File: config.mk
export PLATFORM = sky130hd
export DESIGN_NAME = header_record_validator
export DESIGN_NICKNAME = d
export VERILOG_FILES = /design/src/rtl/hrv_pkg.sv /design/src/rtl/hrv_name_scan.sv /design/src/rtl/hrv_field_check.sv /design/src/rtl/header_record_validator.sv
export SDC_FILE = /design/constraint.sdc
export NUM_CORES = 1
export LEC_CHECK = 0
export BUFFER_PORTS_ARGS = -buffer_cell sky130_fd_sc_hd__clkbuf_2
export CAP_MARGIN = 20
export CORE_AREA = 5 5 74 76
export CTS_CLUSTER_SIZE = 16
export DETAILED_ROUTE_END_ITERATION = 10
export DIE_AREA = 0 0 79 81
export PLACE_DENSITY = 0.86
export SLEW_MARGIN = 5
export SYNTH_ARGS = -nofsm -noshare
export SYNTH_HDL_FRONTEND = slang
export SYNTH_SLANG_ARGS = --single-unit
File: constraint.sdc
create_clock -name clk -period 6.61 [get_ports clk]
set_clock_uncertainty 0.2 [all_clocks]
set_input_delay 0.3305 -clock clk [delete_from_list [all_inputs] [get_ports clk]]
set_output_delay 0.3305 -clock clk [all_outputs]
set_load 0.05 [all_outputs]
File: src/rtl/hrv_pkg.sv
// ----------------------------------------------------------------------------
// hrv_pkg
// Shared types and constants for the header record validator.
// ----------------------------------------------------------------------------
package hrv_pkg;

    localparam int unsigned OFS_W = 5;

    // Record layout
    localparam logic [OFS_W-1:0] OFS_FIRST     = 5'd0;
    localparam logic [OFS_W-1:0] OFS_MAP_FLAG  = 5'd19;
    localparam logic [OFS_W-1:0] OFS_ZERO_BYTE = 5'd20;
    localparam logic [OFS_W-1:0] OFS_ROM_KIND  = 5'd21;
    localparam logic [OFS_W-1:0] OFS_TYPE_LO   = 5'd22;
    localparam logic [OFS_W-1:0] OFS_TYPE_HI   = 5'd23;
    localparam logic [OFS_W-1:0] OFS_SIZE      = 5'd24;
    localparam logic [OFS_W-1:0] OFS_REGION    = 5'd25;
    localparam logic [OFS_W-1:0] OFS_LAST      = 5'd26;
    localparam logic [OFS_W-1:0] OFS_DONE      = 5'd27;

    // Name scanner
    localparam logic [5:0] NAME_BUDGET_INIT = 6'd16;
    localparam logic [4:0] COUNT_MAX        = 5'd31;
    localparam logic [4:0] COUNT_SPECIAL    = 5'd11;
    localparam logic [7:0] CTRL_LIMIT       = 8'h20;
    localparam logic [7:0] ASCII_LIMIT      = 8'h80;
    localparam logic [7:0] KANA_BASE        = 8'ha0;
    localparam logic [7:0] KANA_SPAN        = 8'h50;
    localparam logic [7:0] LEAD_TEST        = 8'h40;

    localparam logic [1:0] NAME_OK     = 2'd0;
    localparam logic [1:0] NAME_REJECT = 2'd1;
    localparam logic [1:0] NAME_EARLY  = 2'd2;

    // Field checks
    localparam logic [15:0] TYPE_MASK     = 16'h040f;
    localparam logic [7:0]  TYPE_LO_MAX   = 8'hc0;
    localparam logic [7:0]  SIZE_BAD_MASK = 8'hce;
    localparam logic [7:0]  SIZE_REQ_MASK = 8'h30;
    localparam logic [7:0]  REGION_MASK   = 8'h4f;
    localparam logic [7:0]  LAST_VALUE    = 8'h33;

    // Per-cycle step control from the top level to the checking units
    typedef struct packed {
        logic go;       // process the staged word against the record state
        logic restart;  // staged word is offset 0: start from reset state
    } hrv_step_t;

endpackage

File: src/rtl/hrv_name_scan.sv
// ----------------------------------------------------------------------------
// hrv_name_scan
// Name scanner: budget, character count, lead/trail pairing and end status.
// ----------------------------------------------------------------------------
module hrv_name_scan (
    input  logic              clk,
    input  logic              rst_n,
    input  hrv_pkg::hrv_step_t step,
    input  logic [7:0]        byte_value,
    output logic [1:0]        status_next
);
    import hrv_pkg::*;

    logic [5:0] budget_reg, budget_next;
    logic [4:0] count_reg, count_next;
    logic       lead_reg, lead_next;
    logic       fin_reg, fin_next;
    logic [1:0] code_reg, code_next;

    logic [5:0] budget_cur;
    logic [4:0] count_cur;
    logic       lead_cur;
    logic       fin_cur;
    logic [1:0] code_cur;

    // Start from the reset state on a record start
    assign budget_cur = step.restart ? NAME_BUDGET_INIT : budget_reg;
    assign count_cur  = step.restart ? 5'd0 : count_reg;
    assign lead_cur   = step.restart ? 1'b0 : lead_reg;
    assign fin_cur    = step.restart ? 1'b0 : fin_reg;
    assign code_cur   = step.restart ? NAME_OK : code_reg;

    always_comb
    begin
        logic [1:0] cost;
        logic       do_spend;
        logic       end_now;
        logic [1:0] end_code;
        logic [7:0] lead_probe;
        logic [7:0] kana_probe;

        cost        = 2'd1;
        do_spend    = 1'b0;
        end_now     = 1'b0;
        end_code    = NAME_OK;
        lead_probe  = byte_value - CTRL_LIMIT;
        kana_probe  = byte_value - KANA_BASE;
        budget_next = budget_cur;
        count_next  = count_cur;
        lead_next   = lead_cur;
        fin_next    = fin_cur;
        code_next   = code_cur;

        if (!fin_cur) begin
            if (lead_cur) begin
                lead_next = 1'b0;
                if (byte_value < CTRL_LIMIT && count_cur != COUNT_SPECIAL) begin
                    end_now  = 1'b1;
                    end_code = NAME_REJECT;
                end
                else if (byte_value < CTRL_LIMIT && byte_value != 8'h00) begin
                    end_now  = 1'b1;
                    end_code = NAME_EARLY;
                end
                else begin
                    if (count_cur != COUNT_MAX)
                        count_next = count_cur + 5'd1;
                    cost     = 2'd2;
                    do_spend = 1'b1;
                end
            end
            else if (byte_value[7] && (lead_probe & LEAD_TEST) != 8'h00) begin
                lead_next = 1'b1;
            end
            else if (byte_value == 8'h00) begin
                if (count_cur == 5'd0) begin
                    end_now  = 1'b1;
                    end_code = NAME_REJECT;
                end
                else begin
                    do_spend = 1'b1;
                end
            end
            else if (byte_value < CTRL_LIMIT) begin
                end_now  = 1'b1;
                end_code = NAME_REJECT;
            end
            else if (byte_value < ASCII_LIMIT) begin
                if (count_cur != COUNT_MAX)
                    count_next = count_cur + 5'd1;
                do_spend = 1'b1;
            end
            else if (kana_probe < KANA_SPAN) begin
                do_spend = 1'b1;
            end
            else begin
                end_now  = 1'b1;
                end_code = NAME_REJECT;
            end

            // Budget used up ends the scan
            if (do_spend) begin
                if (budget_cur <= {4'd0, cost}) begin
                    budget_next = 6'd0;
                    end_now     = 1'b1;
                    end_code    = (count_next != 5'd0) ? NAME_OK : NAME_REJECT;
                end
                else begin
                    budget_next = budget_cur - {4'd0, cost};
                end
            end

            if (end_now) begin
                fin_next  = 1'b1;
                code_next = end_code;
            end
        end
    end

    assign status_next = fin_next ? code_next : NAME_REJECT;

    always_ff @(posedge clk or negedge rst_n)
    begin
        if (!rst_n) begin
            budget_reg <= NAME_BUDGET_INIT;
            count_reg  <= 5'd0;
            lead_reg   <= 1'b0;
            fin_reg    <= 1'b0;
            code_reg   <= NAME_OK;
        end
        else if (step.go) begin
            budget_reg <= budget_next;
            count_reg  <= count_next;
            lead_reg   <= lead_next;
            fin_reg    <= fin_next;
            code_reg   <= code_next;
        end
    end

endmodule

File: src/rtl/hrv_field_check.sv
// ----------------------------------------------------------------------------
// hrv_field_check
// Fixed-offset field checks over offsets 19 to 26 with a sticky fail flag.
// ----------------------------------------------------------------------------
module hrv_field_check (
    input  logic                      clk,
    input  logic                      rst_n,
    input  hrv_pkg::hrv_step_t        step,
    input  logic [hrv_pkg::OFS_W-1:0] offset,
    input  logic [7:0]                byte_value,
    output logic                      failed_next
);
    import hrv_pkg::*;

    logic       failed_reg;
    logic [7:0] type_lo_reg, type_lo_next;
    logic       failed_cur;
    logic [7:0] type_lo_cur;
    logic       bad;

    assign failed_cur  = step.restart ? 1'b0 : failed_reg;
    assign type_lo_cur = step.restart ? 8'h00 : type_lo_reg;

    always_comb
    begin
        logic [15:0] type_pair;

        type_pair    = {byte_value, type_lo_cur};
        bad          = 1'b0;
        type_lo_next = type_lo_cur;
        case (offset)
            OFS_MAP_FLAG:  bad = (byte_value != 8'h00 && byte_value != 8'hff);
            OFS_ZERO_BYTE: bad = (byte_value != 8'h00);
            OFS_ROM_KIND:  bad = (byte_value[1:0] != 2'b00);
            OFS_TYPE_LO:   type_lo_next = byte_value;
            OFS_TYPE_HI:
            begin
                // All-zero and all-one pairs always pass
                if (type_pair != 16'h0000 && type_pair != 16'hffff)
                    bad = ((type_pair & TYPE_MASK) != 16'h0000)
                          || (type_pair[7:0] > TYPE_LO_MAX);
            end
            OFS_SIZE:      bad = ((byte_value & SIZE_BAD_MASK) != 8'h00)
                                 || ((byte_value & SIZE_REQ_MASK) == 8'h00);
            OFS_REGION:    bad = ((byte_value & REGION_MASK) != 8'h00);
            OFS_LAST:      bad = (byte_value != LAST_VALUE && byte_value != 8'hff);
            default:       bad = 1'b0;
        endcase
    end

    assign failed_next = failed_cur | bad;

    always_ff @(posedge clk or negedge rst_n)
    begin
        if (!rst_n) begin
            failed_reg  <= 1'b0;
            type_lo_reg <= 8'h00;
        end
        else if (step.go) begin
            failed_reg  <= failed_next;
            type_lo_reg <= type_lo_next;
        end
    end

endmodule

File: src/rtl/header_record_validator.sv
// ----------------------------------------------------------------------------
// header_record_validator
// Streams a 27-byte header record and reports one verdict per record.
// ----------------------------------------------------------------------------
// Takes one byte word per cycle with no gaps needed. Each word is held in an
// input register, then checked against the name scanner and the field checks;
// the verdict for offset 26 lands in an output register once that byte leaves
// the input register. Input stalls only while a completed verdict is still
// waiting and the next staged byte would produce another. Bytes past offset 26
// are dropped until record_start marks a new record; without any record_start,
// the first byte after reset is offset 0.
module header_record_validator (
    input  logic       clk,
    input  logic       rst_n,
    input  logic       byte_valid,
    output logic       byte_stall,
    input  logic [7:0] byte_value,
    input  logic       record_start,
    output logic       verdict_valid,
    input  logic       verdict_stall,
    output logic       header_ok,
    output logic [1:0] name_status,
    output logic       fields_ok
);
    import hrv_pkg::*;

    logic             stage_valid_reg, stage_valid_next;
    logic [7:0]       stage_byte_reg;
    logic             stage_start_reg;
    logic [OFS_W-1:0] offset_reg;
    logic [OFS_W-1:0] offset_cur;
    logic             active;
    logic             last_byte;
    logic             blocked;
    logic             fire;
    logic             accept;
    hrv_step_t        step;

    logic [1:0]       status_next;
    logic             failed_next;

    logic             out_valid_reg, out_valid_next;
    logic             header_ok_reg;
    logic [1:0]       name_status_reg;
    logic             fields_ok_reg;

    assign offset_cur = stage_start_reg ? OFS_FIRST : offset_reg;
    assign active     = (offset_cur <= OFS_LAST);
    assign last_byte  = active && (offset_cur == OFS_LAST);

    // Hold the staged word only if it carries a verdict with nowhere to go
    assign blocked    = last_byte && out_valid_reg && verdict_stall;
    assign fire       = stage_valid_reg && !blocked;
    assign byte_stall = stage_valid_reg && blocked;
    assign accept     = byte_valid && !byte_stall;

    assign step.go      = fire && active;
    assign step.restart = stage_start_reg;

    hrv_name_scan u_name_scan (
        .clk         (clk),
        .rst_n       (rst_n),
        .step        (step),
        .byte_value  (stage_byte_reg),
        .status_next (status_next)
    );

    hrv_field_check u_field_check (
        .clk         (clk),
        .rst_n       (rst_n),
        .step        (step),
        .offset      (offset_cur),
        .byte_value  (stage_byte_reg),
        .failed_next (failed_next)
    );

    always_comb
    begin
        stage_valid_next = stage_valid_reg;
        if (accept)
            stage_valid_next = 1'b1;
        else if (fire)
            stage_valid_next = 1'b0;

        out_valid_next = out_valid_reg;
        if (fire && last_byte)
            out_valid_next = 1'b1;
        else if (!verdict_stall)
            out_valid_next = 1'b0;
    end

    always_ff @(posedge clk or negedge rst_n)
    begin
        if (!rst_n) begin
            stage_valid_reg <= 1'b0;
            offset_reg      <= OFS_FIRST;
            out_valid_reg   <= 1'b0;
        end
        else begin
            stage_valid_reg <= stage_valid_next;
            out_valid_reg   <= out_valid_next;
            if (step.go)
                offset_reg <= offset_cur + 5'd1;
        end
    end

    always_ff @(posedge clk)
    begin
        if (accept) begin
            stage_byte_reg  <= byte_value;
            stage_start_reg <= record_start;
        end
        if (fire && last_byte) begin
            name_status_reg <= status_next;
            fields_ok_reg   <= !failed_next;
            header_ok_reg   <= !failed_next && (status_next == NAME_OK);
        end
    end

    assign verdict_valid = out_valid_reg;
    assign header_ok     = header_ok_reg;
    assign name_status   = name_status_reg;
    assign fields_ok     = fields_ok_reg;

endmodule

; ---- Word level (Yosys, flattened, before mapping)
; Index checks and enable logic that the tools add are counted.
[classes]
mux = 74
n_addsub = 5
reduce_logical = 32
bitwise = 1
eq_ne = 14
magnitude_cmp = 6
[op_table]
columns = op, count
row1 = two-way mux 5 bit, 12
row2 = "== test 5 bit, second input constant", 8
row3 = two-way mux 1 bit, 38
row4 = two-way mux 2 bit, 17
row5 = nonzero test 16 bit, 2
row6 = two-way mux 6 bit, 4
row7 = nonzero test 8 bit, 3
row8 = logical NOT 8 bit, 2
row9 = two-way mux 8 bit, 2
row10 = "inequality test 16 bit, second input constant", 1
row11 = logical AND 1 bit, 15
row12 = "adder 5 x 1 -> 5 bit, second input constant", 2
row13 = "> comparator 8 bit, second input constant", 1
row14 = "< comparator 8 x 6 -> 1 bit, second input constant", 1
row15 = "< comparator 8 x 7 -> 1 bit, second input constant", 1
row16 = "< comparator 8 bit, second input constant", 1
row17 = "inequality test 8 x 6 -> 1 bit, second input constant", 1
row18 = "inequality test 8 bit, second input constant", 1
row19 = "subtractor 8 bit, second input constant", 1
row20 = case mux 1 bit (7 select lines), 1
row21 = "subtractor 7 x 6 -> 7 bit, second input constant", 1
row22 = <= comparator 6 x 2 -> 1 bit, 1
row23 = subtractor 6 x 2 -> 6 bit, 1
row24 = "<= comparator 5 bit, second input constant", 1
row25 = other kinds (10), 14
[totals]
input_bits = 13
out_inout_bits = 6
word_cells = 147
register_bits = 44

; ---- Logic depth before layout (Yosys ltp)
[depth]
ltp_word = 18
mapped_depth = 16

; ---- Hierarchy
; Synthesis repeated with hierarchy kept, for this count alone.
[hier_totals]
cells_unflattened = 305
area_unflattened_um2 = 2855.2
[modules_own_cells]
columns = module, cells_per_inst, n_inst, area_per_inst_um2, seq_area_each_um2
row1 = hrv_name_scan, 184, 1, 1400.1, 376.6
row2 = header_record_validator, 61, 1, 862.1, 565.5
row3 = hrv_field_check, 60, 1, 593.1, 225.2

; ---- Worst setup path before layout
; Ideal clock, no wire load.
[synth_timing]
path_type = register -> register
start = register stage_start_reg
end = register header_ok_reg, in the netlist header_ok, data pin
path_slack_ps = 3085
required_time_ps = 6276
stages_incl_launch_ff = 15
period_less_slack_ps = 3525
n_path_buf = 1
setup_time_ps = 134
arrival_time_ps = 3191
cell_sequence = edfxtp_1 -> inv_1 -> clkbuf_1 -> nand2_1 -> inv_1 -> ha_1 -> and4bb_1 -> nand4_1 -> a21o_1 -> fa_1 -> a21oi_2 -> o31ai_1 -> a31o_1 -> a21oi_1 -> and4b_1
[synth_between]
elab_chain_cells = 18
elab_cells_between_ends = 73
classes_between = 1 x add/sub / 2 x order compare / 10 x eq/ne / 49 x mux / 1 x bitwise / 10 x reduce/logical
[synth_rtl]
columns = element, line_no
row1 = "start, declared", header_record_validator.sv:29  ; logic stage_start_reg;
row2 = "start signal, assigned", header_record_validator.sv:111  ; stage_start_reg <= record_start;
row3 = two-way mux 5 bit, hrv_name_scan.sv:28  ; assign count_cur = step.restart ? 5'd0 : count_reg;
row4 = adder 5 x 1 -> 5 bit or inequality test 5 bit (tied branches), n/a
row5 = two-way mux 5 bit, "hrv_name_scan.sv:66, hrv_name_scan.sv:89"
row6 = two-way mux 5 bit, hrv_name_scan.sv:88  ; else if (byte_value < ASCII_LIMIT) begin
row7 = two-way mux 5 bit, hrv_name_scan.sv:84  ; else if (byte_value < CTRL_LIMIT) begin
row8 = two-way mux 5 bit, hrv_name_scan.sv:75  ; else if (byte_value == 8'h00) begin
row9 = two-way mux 5 bit, hrv_name_scan.sv:72  ; else if (byte_value[7] && (lead_probe & LEAD_TEST) != 8'h00) begin
row10 = two-way mux 5 bit, hrv_name_scan.sv:55  ; if (lead_cur) begin
row11 = (+2 left out), n/a
row12 = two-way mux 1 bit, hrv_name_scan.sv:106  ; end_code = (count_next != 5'd0) ? NAME_OK : NAME_REJECT;
row13 = two-way mux 2 bit, hrv_name_scan.sv:103  ; if (budget_cur <= {4'd0, cost}) begin
row14 = two-way mux 2 bit, hrv_name_scan.sv:102  ; if (do_spend) begin
row15 = two-way mux 2 bit, hrv_name_scan.sv:113  ; if (end_now) begin
row16 = two-way mux 2 bit, hrv_name_scan.sv:54  ; if (!fin_cur) begin
row17 = two-way mux 2 bit, hrv_name_scan.sv:120  ; assign status_next = fin_next ? code_next : NAME_REJECT;
row18 = logical NOT 2 bit, header_record_validator.sv:116  ; header_ok_reg <= !failed_next && (status_next == NAME_OK);
row19 = logical AND 1 bit (*), header_record_validator.sv:116
row20 = "end signal, assigned", header_record_validator.sv:116
row21 = "end, declared", header_record_validator.sv:43  ; logic header_ok_reg;
; Mark *: on every way between the ends. The rest lies on a longest branch, timed or not. The select of a mux whose other input is x is not followed.
; A chain may end at the register's enable or synchronous reset.

; ---- Final worst setup path
; Same ends and word-level chain as after synthesis.

==> results.md <==
- Status: completed
- Die Ht: 81 um
- LEAKAGE: 1.279 nW
- Via Count: 2349
- Worst hold-check path type: input port to register
- NumNets Final: 326
- Clock Tree Buf Depth: 2
- Routed Antenna Nets: 0
- Vias/cell: 6.561
- Post CTS Setup Buffer Count: 0
- RSZ-0062 raised after global routing: false
- CTS root buffer: clkbuf_8
- Syn nets: 312
- Synthesized flop and latch total: 44
- Antenna violations before repair: 0
- CTS resizes: 0
- Cell variety after synth: 64
- Setup TNS: 0 ns
- Cells on Worst Hold Path: 1
- Grt ovf: 0
- Synthesized cell area: 0.002715 mm2
- Crit path DAT: 4.07 ns
- Worst Path Required: 6.47 ns
- Die width: 79 um
- Starting Density: 58.26%
- Kind of critical path: register to register
- Slew margin rel.: 48.04%
- Setup-failing EPs final: 0
- DRT Pass-1 Iters: 6
- Dominant synthesized flop cell: dfrtp_1
- Total Die Area: 0.006399 mm2
- Row cnt: 25
- Vias in the first global route: 2247
- Mean post-synth cell area: 9.395 um2
- IO Pins: 19
- Worst-path clk slew: 0.08 ns
- Max-Cap Viols: 0
- Antenna Cells: 0
- Hold Vio Cnt, Final: 0
- 1st-iter DRT viols: 240
- Minimum clock period: 4.206 ns
- Hold Buf Count CTS: 1
- Placer Congestion: 0.9226
- Measured slew at the worst slew-check pin: 0.7794 ns
- First-pass GRT wire length: 10440 um
- Total GRT Usage: 20.64%
- CTS Buf Count: 5
- Drt drc: 0
- Final total power: 0.7952 mW
- Yosys warns: 0
- CTS tree: yes
- Core Area: 0.004661 mm2
- Worst Path Max Fanout: 32
- Post-synth EDFFs: 13
- Pins over their slew limit: 0
- H-tree Lvls: 2
- Worst reg-to-reg path cell count: 14
- Clk_lat worst skew: 0.30 ns
- Largest net degree at the start of global routing: 33
- HPWL Detailed: 4301 um
- Layout area overhead: 8.756%
- Post-Route WL: 6152 um
- PD cells: 269.3 mW/mm2
- Critical path launch point type: register
- Period utilisation layout: 63.63%
- Synth Instances: 289
- Achievable Freq: 0.2378 GHz
- Avg WL per Cell: 17.18 um
- Fraction of synthesis flops using an asynchronous set or reset pin: 70.45%
- Worst setup EP type: register
- Clock Sinks: 44
- Sequential element share of the synthesized area: 43.00%
- # port buffers: 18
- Peak VDD IR: 178.7 uV
- Fraction of layout cells with a size suffix above 1: 13.16%
-- cell families after synthesis --
| logic type | count (synthesis) | share of synthesized area, % |
|---|---|---|
| and+or+nand+nor | 112 | 22.72 |
| AOI/OAI and AO/OA | 86 | 21.89 |
| DFF | 44 | 43.00 |
| buffers and inverters | 31 | 4.885 |
| adders and majority gates | 10 | 4.885 |
| muxes | 6 | 2.626 |
-- critical path, cell delays in order, from the launching register on --
cell and delay [ns]:
edfxtp_1 0.36, buf_4 0.24, inv_1 0.39, nand2_1 0.14
inv_1 0.09, ha_1 0.23, and4bb_1 0.26, nand4_1 0.18
a21o_1 0.27, fa_1 0.49, a21oi_2 0.37, a211oi_1 0.15
o32ai_1 0.18, nand3_1 0.19, and4b_1 0.21
-- synth_stat cells, types with 8 or more instances --
| cell | n | area share (%) |
|---|---|---|
| nand2_1 | 34 | 4.7 |
| o21ai_1 | 10 | 1.8 |
| o21ai_0 | 9 | 1.7 |
| dfrtp_1 | 30 | 28 |
| nor3_1 | 8 | 1.5 |
| nor2_1 | 20 | 2.8 |
| ha_1 | 9 | 4.1 |
| nand4_1 | 8 | 1.8 |
| a21oi_1 | 18 | 3.3 |
| inv_1 | 15 | 2.1 |
| edfxtp_1 | 13 | 14 |
| a22o_1 | 11 | 3.5 |
-- routing by layer --
layer | GRT usage, % | share of wire, % | vias to the layer above
met2 | 35.86 | 49 | 104
met3 | 4.435 | 7.0 | 21
li1 | - | - | 1107
met5 | 0 | 0 | -
met1 | 25.90 | 42 | 1117
met4 | 6.186 | 2.3 | 0
-- through the flow --
step	hold WS (ns)	utilization (%)	area, um2	instances	setup slack [ns]
2_1_floorplan	-0.1651	-	2715	289	3.085
5_1_grt	0.001269	63.36	2953	358	2.119
6_report	0.0001824	63.36	2953	358	2.404
3_5_place_dp	0.2496	60.32	2811	347	2.537
3_3_place_gp	0.2481	60.32	2811	347	2.718
4_1_cts	0.001038	62.93	2933	356	2.481
-- cells in the final DEF, fill, tap and decap left out, types with 5 or more instances in the layout --
cell type,count
a21o_1,5
a21oi_1,18
a22o_1,11
clkbuf_2,18
clkbuf_8,5
dfrtp_1,30
edfxtp_1,13
ha_1,9
inv_1,15
nand2_1,34
nand3_1,6
nand4_1,8
nor2_1,20
nor2b_1,7
nor3_1,8
o21ai_0,9
o21ai_1,10
-- power by group --
part	internal (mW)	leakage [nW]	switching, mW
Clock	0.112	0.0541	0.0924
Sequential	0.321	0.538	0.0492
Combinational	0.0950	0.687	0.125
Total	0.528	1.28	0.267
-- path summary, 6_finish.rpt --
kind,startpoint,end,slack [ns]
worst max-delay path,stage_start_reg,header_ok,2.40
worst min-delay path,byte_value[1],stage_byte_reg[1],0.0002
worst max register to register,stage_start_reg,header_ok,2.40
worst min register to register,u_name_scan.code_reg[1],u_name_scan.code_reg[1],0.31
max in group asynchronous,rst_n,u_field_check.type_lo_reg[1],5.28
min in group asynchronous,rst_n,u_name_scan.budget_reg[3],0.44
-- area by class of cell --
type,count,area (um2)
fillers,377,1708
well taps,54,67.56
multi-input cells,214,1415
repair buffers,23,135.1
clock inverters,3,42.54
inverters,15,56.30
clock buffers,5,68.82
flip-flops and latches,44,1167
No activity file was read; power rests on OpenSTA's default activity.
